[src/udp_port_range_packet_classifier_macros.svh]
// Assertion helpers for the UDP port range classifier.
`ifndef UDP_PORT_RANGE_PACKET_CLASSIFIER_MACROS_SVH
`define UDP_PORT_RANGE_PACKET_CLASSIFIER_MACROS_SVH

`ifndef SYNTHESIS

// Same-cycle implication, held off during reset.
`define UDPC_ASSERT_NOW(label, clk, rst_n, ante, cons) \
    label: assert property (@(posedge clk) disable iff (!rst_n) (ante) |-> (cons)) \
        else $error("udpc: same-cycle check failed");

// Next-cycle implication, held off during reset.
`define UDPC_ASSERT_NEXT(label, clk, rst_n, ante, cons) \
    label: assert property (@(posedge clk) disable iff (!rst_n) (ante) |=> (cons)) \
        else $error("udpc: next-cycle check failed");

`else

`define UDPC_ASSERT_NOW(label, clk, rst_n, ante, cons)
`define UDPC_ASSERT_NEXT(label, clk, rst_n, ante, cons)

`endif

`endif

[src/udpc_pkg.sv]
`timescale 1ns / 1ps

package udpc_pkg;

    localparam int POS_W           = 14;
    localparam int MAX_FRAME_BYTES = 16383;
    localparam int QUEUE_SLOTS     = 64;
    localparam int QUEUE_IDX_W     = 6;
    localparam int CNT_W           = 48;

    // Verdict codes
    localparam logic [1:0] VERDICT_PASS     = 2'd0;
    localparam logic [1:0] VERDICT_DROP     = 2'd1;
    localparam logic [1:0] VERDICT_REDIRECT = 2'd2;

    // Register indexes (byte address is 8 * index)
    localparam logic [1:0] REG_PORT_LOW   = 2'd0;
    localparam logic [1:0] REG_PORT_HIGH  = 2'd1;
    localparam logic [1:0] REG_SOCKET_MAP = 2'd2;

    // Frame summary handed from the parser to the verdict stage
    typedef struct packed {
        logic             match;
        logic [POS_W-1:0] length;
        logic [7:0]       queue;
    } parse_result_t;

endpackage

[src/udpc_parse.sv]
`timescale 1ns / 1ps

module udpc_parse (
    input  logic                    clk,
    input  logic                    rst_n,
    input  logic                    step,
    input  logic [7:0]              data_byte,
    input  logic                    data_last,
    input  logic [7:0]              data_queue,
    input  logic [15:0]             port_low,
    input  logic [15:0]             port_high,
    output udpc_pkg::parse_result_t result
);
    import udpc_pkg::*;

    localparam logic [15:0] ETH_IPV4  = 16'h0800;
    localparam logic [15:0] ETH_IPV6  = 16'h86DD;
    localparam logic [7:0]  PROTO_UDP = 8'd17;

    localparam logic [POS_W-1:0] POS_FIRST   = POS_W'(0);
    localparam logic [POS_W-1:0] POS_ETH_HI  = POS_W'(12);
    localparam logic [POS_W-1:0] POS_ETH_LO  = POS_W'(13);
    localparam logic [POS_W-1:0] POS_IP_VER  = POS_W'(14);
    localparam logic [POS_W-1:0] POS_IP_PAY  = POS_W'(15);
    localparam logic [POS_W-1:0] POS_V4_FRAG = POS_W'(20);
    localparam logic [POS_W-1:0] POS_V4_OFF  = POS_W'(21);
    localparam logic [POS_W-1:0] POS_V4_PROT = POS_W'(23);
    localparam logic [POS_W-1:0] POS_V6_NEXT = POS_W'(20);
    localparam logic [POS_W-1:0] POS_MAX     = POS_W'(MAX_FRAME_BYTES);

    localparam logic [6:0] UDP_AT_BASE = 7'd14;
    localparam logic [6:0] UDP_AT_V6   = 7'd54;
    localparam logic [6:0] NEED_V4_MIN = 7'd34;
    localparam logic [6:0] NEED_V6     = 7'd62;
    localparam logic [6:0] UDP_HDR_LEN = 7'd8;

    logic [POS_W-1:0] pos_reg,       pos_next;
    logic [7:0]       queue_reg,     queue_next;
    logic [15:0]      ethertype_reg, ethertype_next;
    logic [3:0]       hdr_words_reg, hdr_words_next;
    logic             rejected_reg,  rejected_next;
    logic [4:0]       frag_hi_reg,   frag_hi_next;
    logic [15:0]      dport_reg,     dport_next;

    logic             is_v4;
    logic             is_v6;
    logic [6:0]       udp_at;
    logic [6:0]       udp_end;
    logic [6:0]       need;
    logic [POS_W-1:0] udp_dport_hi;
    logic [POS_W-1:0] udp_dport_lo;
    logic [POS_W-1:0] pos_upd;
    logic [7:0]       queue_upd;
    logic [15:0]      ethertype_upd;
    logic [3:0]       hdr_words_upd;
    logic             rejected_upd;
    logic [4:0]       frag_hi_upd;
    logic [15:0]      dport_upd;

    always_comb
    begin
        // Type is judged on the value held before this byte
        is_v4 = (ethertype_reg == ETH_IPV4);
        is_v6 = (ethertype_reg == ETH_IPV6);

        queue_upd     = (pos_reg == POS_FIRST) ? data_queue : queue_reg;
        ethertype_upd = ethertype_reg;
        if (pos_reg == POS_ETH_HI)
        begin
            ethertype_upd[15:8] = data_byte;
        end
        if (pos_reg == POS_ETH_LO)
        begin
            ethertype_upd[7:0] = data_byte;
        end

        hdr_words_upd = hdr_words_reg;
        rejected_upd  = rejected_reg;
        frag_hi_upd   = frag_hi_reg;
        if (pos_reg == POS_IP_VER)
        begin
            if (is_v4)
            begin
                hdr_words_upd = data_byte[3:0];
                if (data_byte[7:4] != 4'd4)
                begin
                    rejected_upd = 1'b1;
                end
            end
            else if (is_v6 && (data_byte[7:4] != 4'd6))
            begin
                rejected_upd = 1'b1;
            end
        end
        if (is_v4 && (pos_reg == POS_V4_FRAG))
        begin
            frag_hi_upd = data_byte[4:0];
        end
        // Reject a non-zero fragment offset; the flag bits are not checked
        if (is_v4 && (pos_reg == POS_V4_OFF) && ((frag_hi_reg != 5'd0) || (data_byte != 8'd0)))
        begin
            rejected_upd = 1'b1;
        end
        if (is_v4 && (pos_reg == POS_V4_PROT) && (data_byte != PROTO_UDP))
        begin
            rejected_upd = 1'b1;
        end
        if (is_v6 && (pos_reg == POS_V6_NEXT) && (data_byte != PROTO_UDP))
        begin
            rejected_upd = 1'b1;
        end

        udp_at       = is_v4 ? (UDP_AT_BASE + {1'b0, hdr_words_upd, 2'b00}) : UDP_AT_V6;
        udp_dport_hi = POS_W'(udp_at) + POS_W'(2);
        udp_dport_lo = POS_W'(udp_at) + POS_W'(3);
        dport_upd    = dport_reg;
        if ((is_v4 || is_v6) && (pos_reg >= POS_IP_PAY))
        begin
            if (pos_reg == udp_dport_hi)
            begin
                dport_upd[15:8] = data_byte;
            end
            if (pos_reg == udp_dport_lo)
            begin
                dport_upd[7:0] = data_byte;
            end
        end

        pos_upd = (pos_reg < POS_MAX) ? (pos_reg + POS_W'(1)) : pos_reg;

        udp_end = udp_at + UDP_HDR_LEN;
        if (is_v4)
        begin
            need = (udp_end > NEED_V4_MIN) ? udp_end : NEED_V4_MIN;
        end
        else
        begin
            need = NEED_V6;
        end

        result.match  = (is_v4 || is_v6) && !rejected_upd && (pos_upd >= POS_W'(need))
                        && (dport_upd >= port_low) && (dport_upd <= port_high);
        result.length = pos_upd;
        result.queue  = queue_upd;

        // Clear all per-frame state after the last word
        if (data_last)
        begin
            pos_next       = '0;
            queue_next     = '0;
            ethertype_next = '0;
            hdr_words_next = '0;
            rejected_next  = 1'b0;
            frag_hi_next   = '0;
            dport_next     = '0;
        end
        else
        begin
            pos_next       = pos_upd;
            queue_next     = queue_upd;
            ethertype_next = ethertype_upd;
            hdr_words_next = hdr_words_upd;
            rejected_next  = rejected_upd;
            frag_hi_next   = frag_hi_upd;
            dport_next     = dport_upd;
        end
    end

    always_ff @(posedge clk or negedge rst_n)
    begin
        if (!rst_n)
        begin
            pos_reg       <= '0;
            queue_reg     <= '0;
            ethertype_reg <= '0;
            hdr_words_reg <= '0;
            rejected_reg  <= 1'b0;
            frag_hi_reg   <= '0;
            dport_reg     <= '0;
        end
        else if (step)
        begin
            pos_reg       <= pos_next;
            queue_reg     <= queue_next;
            ethertype_reg <= ethertype_next;
            hdr_words_reg <= hdr_words_next;
            rejected_reg  <= rejected_next;
            frag_hi_reg   <= frag_hi_next;
            dport_reg     <= dport_next;
        end
    end

endmodule

[src/udp_port_range_packet_classifier.sv]
`timescale 1ns / 1ps
// UDP destination port range classifier.
// Frame channel: one frame byte per word (frame_byte, frame_last, rx_queue),
// moved when frame_valid is high and frame_stall is low. rx_queue counts only
// on the first word of a frame. Result channel: one word per frame, on its
// last byte, carrying the verdict (pass, drop, redirect), the frame length,
// the queue and the four running 48-bit counters after that frame; moved
// when result_valid is high and result_stall is low.
// A last byte is parsed in the input register stage and its result is
// loaded into the result register once that register is free.
// Throughput: one frame byte every cycle while frame_stall is low; the
// parser state is updated by one pass of short logic between the input
// and result registers.
// Stall: a waiting result holds; further bytes are still taken until a last
// byte sits in the input register while the result register is full and
// result_stall is high, and only then is frame_stall raised.
// Reset clears the parser state, counters and both valid flags, and sets the
// port range to 40000..50000 with no socket bound. Registers sit on an APB
// port at byte addresses 0, 8 and 16; write them only while the block is idle.

module udp_port_range_packet_classifier (
    input  logic        clk,
    input  logic        rst_n,
    // frame channel
    input  logic        frame_valid,
    output logic        frame_stall,
    input  logic [7:0]  frame_byte,
    input  logic        frame_last,
    input  logic [7:0]  rx_queue,
    // result channel
    output logic        result_valid,
    input  logic        result_stall,
    output logic [1:0]  verdict,
    output logic [13:0] frame_length,
    output logic [7:0]  out_queue,
    output logic [47:0] matched_packets,
    output logic [47:0] matched_bytes,
    output logic [47:0] dropped_packets,
    output logic [47:0] redirected_packets,
    // configuration
    input  logic        psel,
    input  logic        penable,
    input  logic        pwrite,
    input  logic [4:0]  paddr,
    input  logic [63:0] pwdata,
    output logic [63:0] prdata,
    output logic        pready
);
    import udpc_pkg::*;

    `include "udp_port_range_packet_classifier_macros.svh"

    // configuration registers
    logic [15:0] port_low_reg;
    logic [15:0] port_high_reg;
    logic [63:0] socket_map_reg;
    logic        cfg_write;
    logic [1:0]  cfg_index;

    // input register
    logic        in_valid_reg, in_valid_next;
    logic [7:0]  in_byte_reg;
    logic        in_last_reg;
    logic [7:0]  in_queue_reg;

    // result register and counters
    logic             result_valid_reg, result_valid_next;
    logic [1:0]       verdict_reg,      verdict_next;
    logic [POS_W-1:0] length_reg;
    logic [7:0]       queue_reg;
    logic [CNT_W-1:0] pkt_cnt_reg,      pkt_cnt_next;
    logic [CNT_W-1:0] byte_cnt_reg,     byte_cnt_next;
    logic [CNT_W-1:0] drop_cnt_reg,     drop_cnt_next;
    logic [CNT_W-1:0] redir_cnt_reg,    redir_cnt_next;

    parse_result_t parse;
    logic          frame_take;
    logic          result_free;
    logic          stage_move;
    logic          result_load;
    logic          bound;

    // ---------------------------------------------------------------
    // Configuration port: always ready, write on the access phase
    // ---------------------------------------------------------------
    assign pready    = 1'b1;
    assign cfg_write = psel && penable && pwrite && pready;
    assign cfg_index = paddr[4:3];

    always_comb
    begin
        unique case (cfg_index)
            REG_PORT_LOW:   prdata = {48'd0, port_low_reg};
            REG_PORT_HIGH:  prdata = {48'd0, port_high_reg};
            REG_SOCKET_MAP: prdata = socket_map_reg;
            default:        prdata = '0;
        endcase
    end

    always_ff @(posedge clk or negedge rst_n)
    begin
        if (!rst_n)
        begin
            port_low_reg   <= 16'd40000;
            port_high_reg  <= 16'd50000;
            socket_map_reg <= '0;
        end
        else if (cfg_write)
        begin
            unique case (cfg_index)
                REG_PORT_LOW:   port_low_reg   <= pwdata[15:0];
                REG_PORT_HIGH:  port_high_reg  <= pwdata[15:0];
                REG_SOCKET_MAP: socket_map_reg <= pwdata;
                default:        ;
            endcase
        end
    end

    // ---------------------------------------------------------------
    // Flow control: a byte leaves the input register unless it is a
    // last byte and the result register cannot take its verdict.
    // ---------------------------------------------------------------
    assign result_free = !result_valid_reg || !result_stall;
    assign stage_move  = in_valid_reg && (!in_last_reg || result_free);
    assign result_load = stage_move && in_last_reg;
    assign frame_stall = in_valid_reg && !stage_move;
    assign frame_take  = frame_valid && !frame_stall;

    assign in_valid_next = frame_take || (in_valid_reg && !stage_move);

    always_ff @(posedge clk or negedge rst_n)
    begin
        if (!rst_n)
        begin
            in_valid_reg <= 1'b0;
        end
        else
        begin
            in_valid_reg <= in_valid_next;
        end
    end

    // Payload holds while stalled
    always_ff @(posedge clk)
    begin
        if (frame_take)
        begin
            in_byte_reg  <= frame_byte;
            in_last_reg  <= frame_last;
            in_queue_reg <= rx_queue;
        end
    end

    // ---------------------------------------------------------------
    // Header parser: per-frame state, advanced once per moved word
    // ---------------------------------------------------------------
    udpc_parse u_parse (
        .clk        (clk),
        .rst_n      (rst_n),
        .step       (stage_move),
        .data_byte  (in_byte_reg),
        .data_last  (in_last_reg),
        .data_queue (in_queue_reg),
        .port_low   (port_low_reg),
        .port_high  (port_high_reg),
        .result     (parse)
    );

    // ---------------------------------------------------------------
    // Verdict and counters. A queue beyond the slot count never has a
    // bound socket, so a match there is dropped.
    // ---------------------------------------------------------------
    assign bound = (parse.queue < 8'(QUEUE_SLOTS))
                   && socket_map_reg[parse.queue[QUEUE_IDX_W-1:0]];

    always_comb
    begin
        verdict_next   = VERDICT_PASS;
        pkt_cnt_next   = pkt_cnt_reg;
        byte_cnt_next  = byte_cnt_reg;
        drop_cnt_next  = drop_cnt_reg;
        redir_cnt_next = redir_cnt_reg;
        if (parse.match)
        begin
            pkt_cnt_next  = pkt_cnt_reg + CNT_W'(1);
            byte_cnt_next = byte_cnt_reg + CNT_W'(parse.length);
            if (bound)
            begin
                verdict_next   = VERDICT_REDIRECT;
                redir_cnt_next = redir_cnt_reg + CNT_W'(1);
            end
            else
            begin
                verdict_next  = VERDICT_DROP;
                drop_cnt_next = drop_cnt_reg + CNT_W'(1);
            end
        end
    end

    assign result_valid_next = result_load || (result_valid_reg && result_stall);

    always_ff @(posedge clk or negedge rst_n)
    begin
        if (!rst_n)
        begin
            result_valid_reg <= 1'b0;
            pkt_cnt_reg      <= '0;
            byte_cnt_reg     <= '0;
            drop_cnt_reg     <= '0;
            redir_cnt_reg    <= '0;
        end
        else
        begin
            result_valid_reg <= result_valid_next;
            if (result_load)
            begin
                pkt_cnt_reg   <= pkt_cnt_next;
                byte_cnt_reg  <= byte_cnt_next;
                drop_cnt_reg  <= drop_cnt_next;
                redir_cnt_reg <= redir_cnt_next;
            end
        end
    end

    always_ff @(posedge clk)
    begin
        if (result_load)
        begin
            verdict_reg <= verdict_next;
            length_reg  <= parse.length;
            queue_reg   <= parse.queue;
        end
    end

    assign result_valid       = result_valid_reg;
    assign verdict            = verdict_reg;
    assign frame_length       = length_reg;
    assign out_queue          = queue_reg;
    assign matched_packets    = pkt_cnt_reg;
    assign matched_bytes      = byte_cnt_reg;
    assign dropped_packets    = drop_cnt_reg;
    assign redirected_packets = redir_cnt_reg;

    // ---------------------------------------------------------------
    // Checks
    // ---------------------------------------------------------------
    // Stall only for a last byte whose verdict has nowhere to go
    `UDPC_ASSERT_NOW(a_stall_cause, clk, rst_n, frame_stall,
        in_valid_reg && in_last_reg && result_valid_reg && result_stall)
    // Packet counter advances exactly for a drop or a redirect
    `UDPC_ASSERT_NEXT(a_pkt_step, clk, rst_n, result_load,
        (pkt_cnt_reg - $past(pkt_cnt_reg)) == CNT_W'(verdict_reg != VERDICT_PASS))
    // Every match is either dropped or redirected
    `UDPC_ASSERT_NEXT(a_pkt_split, clk, rst_n, result_load,
        (pkt_cnt_reg - $past(pkt_cnt_reg)) ==
        ((drop_cnt_reg - $past(drop_cnt_reg)) + (redir_cnt_reg - $past(redir_cnt_reg))))

endmodule
[config.mk]
export PLATFORM = sky130hd
export DESIGN_NAME = udp_port_range_packet_classifier
export DESIGN_NICKNAME = d
export VERILOG_FILES = /design/src/udpc_pkg.sv /design/src/udpc_parse.sv /design/src/udp_port_range_packet_classifier.sv
export VERILOG_INCLUDE_DIRS = /design/src /design/src/src
export SDC_FILE = /design/constraint.sdc
export NUM_CORES = 1
export LEC_CHECK = 0
export CELL_PAD_IN_SITES_DETAIL_PLACEMENT = 1
export CELL_PAD_IN_SITES_GLOBAL_PLACEMENT = 1
export CORE_UTILIZATION = 47
export CTS_BUF_LIST = sky130_fd_sc_hd__clkbuf_8
export CTS_CLUSTER_DIAMETER = 40
export CTS_CLUSTER_SIZE = 10
export DETAILED_ROUTE_END_ITERATION = 10
export DONT_BUFFER_PORTS = 1
export PLACE_DENSITY_LB_ADDON = 0.1
export SETUP_SLACK_MARGIN = 0.3
export SLEW_MARGIN = 15
export SYNTH_ARGS = -nofsm -noshare
export SYNTH_HDL_FRONTEND = slang
export SYNTH_SLANG_ARGS = --single-unit
[constraint.sdc]
create_clock -name clk -period 6.61 [get_ports clk]
set_clock_uncertainty 0.1 [all_clocks]
set_input_delay 0.3305 -clock clk [delete_from_list [all_inputs] [get_ports clk]]
set_output_delay 0.3305 -clock clk [all_outputs]
set_load 0.02 [all_outputs]
==> flow_summary_export.csv <==
group,metric,value,unit
clock_tree,cts_htree_levels,3,
clock_tree,clk_latency,680,ps
layout,drive_gt1_share,23.6,%
global_routing,grt_max_degree,355,
clock_tree,clock_path_buffers,3,
die,dieArea,45100,sq um
sta,rsz0062_at_grt,"true",
critical_path,required,7070,ps
sta,max_freq,0.145,GHz
detailed_routing,num_vias,16760,
synthesis,syn_avg_cell_area,10.4,sq um
sta,period_needed,6910,ps
power,clockPowerShare,39.5,%
clock_tree,clkTransAtPathRegs,70,ps
synthesis,ys_types,72,
synthesis,ys_seq_area_share,48.5,%
synthesis,synth_seq_cells,395,
sta,drv_slew,201,
sta,setup_ws,-296,ps
critical_path,cp_max_fo,6,
die,fp-row-count,76,
sta,fin_crit_sh,104,%
synthesis,ys.flop_type,"dfrtp_1",
synthesis,yosysWarnings,0,
flow_run,maxCapViolations,0,
layout,largest_reg_flops,64,
clock_tree,root_buffer,"clkbuf_8",
critical_path,endpoint_kind,"flip-flop",
layout,area_delta_synth_final,27.7,%
critical_path,crit_top_cell,"buf_6",
global_routing,grt_overflow,0,
global_routing,grt_pass1_wl,104000,um
min_path,min_path_type,"input pin to asynchronous set/reset pin",
detailed_routing,avgViaCountPerCell,5.87,
synthesis,synthesis.nets,2159,
global_routing,grt_util_all_layers,29.6,%
synthesis,synth-edff-count,41,
synthesis,synth_area,20800,sq um
power,p_switching,2.16,mW
die,core,43400,sq um
detailed_routing,drtPass1Iterations,5,
die,die_x,212,um
critical_path,path_class,"flip-flop to flip-flop",
detailed_routing,ant_nets,0,
critical_path,cpMaxStageDelayCell,"or4_4",
layout,final_common_cell,"dfrtp_1",
place,hpwl,43600,um
status,violations,"negative hold slack, max-slew violations, negative setup slack",
sta,hold_slack,-716,ps
die,dieHeight,212,um
global_routing,antenna_found_initial,4,
power,combPwrFrac,19.6,%
critical_path,slowest_delay,560,ps
critical_path,cp-start-kind,"flip-flop",
clock_tree,cts.sinks,395,
place,gp_congestion,0.857,
detailed_routing,routed_wl,69600,um
detailed_routing,wl_per_cell,24.4,um
status,outcome,"complete, but fails checks",
place,io_buffers,0,
sta,hold_viol,354,
sta,tightest_slew,1860,ps
synthesis,async_flop_share,89.6,%
power,p_leak,11.8,nW
sta,max_slew_margin,-23.9,%
synthesis,synthCells,2003,
sta,fin_setup_tns,-14110,ps
detailed_routing,drt_iter0_drc,779,
layout,layout_common_cells,"dfrtp_1 (343), nand2_1 (191), xnor2_1 (112)",
die,ioPinCount,376,
critical_path,arrival,7360,ps
sta,setup_viol,115,
detailed_routing,post-route-drc-count,0,
die,initial_utilization,48.0,%
global_routing,grt_pass1_vias,17832,
clock_tree,cts-hold-fix-buffers,103,
clock_tree,cts_tree,"done",
power,sw_frac_of_total,30.9,%
power,p_per_area,264,nW/um^2
layout,final_nets,2365,
power,p_int,4.84,mW
power,vdd_drop_max,0.000219,V
clock_tree,cts_buffers,71,
power,pwr-share-seq,40.9,%
Yosys cell counts, drive strengths merged, types with 2 or more instances:
master	n	area, sq um
a2111oi	5	62.6
a211oi	6	45.0
a21boi	2	15.0
a21o	9	67.6
a21oi	62	310
a22o	12	105
a22oi	21	158
a2bb2oi	2	23.8
a31oi	3	18.8
and2	60	375
and3	48	300
and4	16	140
buf	21	100
clkbuf	79	297
dfrtp	343	8580
dfstp	11	289
edfxtp	41	1230
ha	62	776
inv	72	270
mux2	102	1150
mux2i	80	801
nand2	194	728
nand2b	8	50.1
nand3	94	470
nand3b	26	195
nand4	69	432
nor2	63	236
nor2b	8	50.1
nor3	50	250
nor3b	3	22.5
nor4	33	228
nor4b	8	70.1
o211ai	19	143
o21a	14	105
o21ai	104	520
o21bai	3	22.5
o31ai	2	15.0
or2	7	43.8
or3	7	43.8
or3b	3	26.3
or4	8	67.6
xnor2	117	1020
xor2	87	762
per-stage QoR:
| step | utilization [%] | total power [mW] | cells | worst slack [ps] | instance area [sq um] |
|---|---|---|---|---|---|
| after floorplan | - | 3.64 | 2003 | -113 | 21100 |
| after global placement | 51.2 | 3.96 | 2576 | -122 | 22200 |
| after detailed placement | 51.2 | 4.02 | 2576 | -347 | 22200 |
| after CTS | 58.5 | 6.87 | 2819 | -165 | 25400 |
| after global routing | 61.3 | 7.27 | 2854 | -545 | 26600 |
| final | 61.3 | 7.01 | 2854 | -296 | 26600 |
power groups by stage:
stage	Clock [mW]	Combinational (mW)	Sequential, mW
after floorplan	0	0.818	2.82
after global placement	0	1.08	2.87
after detailed placement	0	1.13	2.89
after CTS	2.79	1.23	2.85
after global routing	2.91	1.47	2.89
final	2.77	1.37	2.87
critical path, delay by kind of cell, from the launching register on:
family / cells / cell delay, ps
adders and majority gates: 3 / 800
muxes: 2 / 590
xor gates and xnor gates: 2 / 350
AOI/OAI and AO/OA: 7 / 1290
DFF: 1 / 380
buffers and inverters: 5 / 820
and+or+nand+nor: 11 / 2460
final timing paths:
kind	start	to	slack (ps)	cells past startpoint
max in group asynchronous	rst_n	matched_bytes[5]	5640	0
max reg2reg	u_parse.pos_reg[10]	redirected_packets[32]	-300	30
min	rst_n	u_parse.ethertype_reg[4]	-720	0
min reg2reg	u_parse.queue_reg[1]	u_parse.queue_reg[1]	400	2
max	u_parse.pos_reg[10]	redirected_packets[32]	-300	30
min in group clk	rx_queue[3]	in_queue_reg[3]	180	1
layer usage:
layer,vias to the layer above,track usage (%),routed length [um],part of all wire (%)
met1,8639,36.0,27900,40
met4,2,8.51,1880,2.7
met5,-,0,15,0.022
met2,445,50.8,35600,51
li1,7552,-,-,-
met3,122,8.18,4220,6.1
cells by family after synthesis:
group | after synthesis | synth area share, %
flops | 395 | 48.5
compound gates | 276 | 8.28
xor+xnor | 204 | 8.58
other cells | 1 | 0.0180
buf+inv | 173 | 3.22
simple gates | 708 | 18.1
fa+ha+maj | 63 | 3.82
mux | 183 | 9.47
area by class of cell:
class                   instances  area (sq um)
diodes                          3          7.51
well taps                     585           732
flip-flops and latches        395         10100
repair buffers                233          2410
fillers                      4482         16800
inverters                      73           274
clock buffers                  84          1160
clock inverters                46           536
multi-input cells            1435         11400
what timing repair did:
item                       CTS  global route
hold endpoints to repair   469           354
gates resized for setup     73           138
pin swaps                   13            77
gates cloned                 2             6
setup endpoints to repair  192           192
setup buffers                8            25
(Power assumes the default switching activity.)
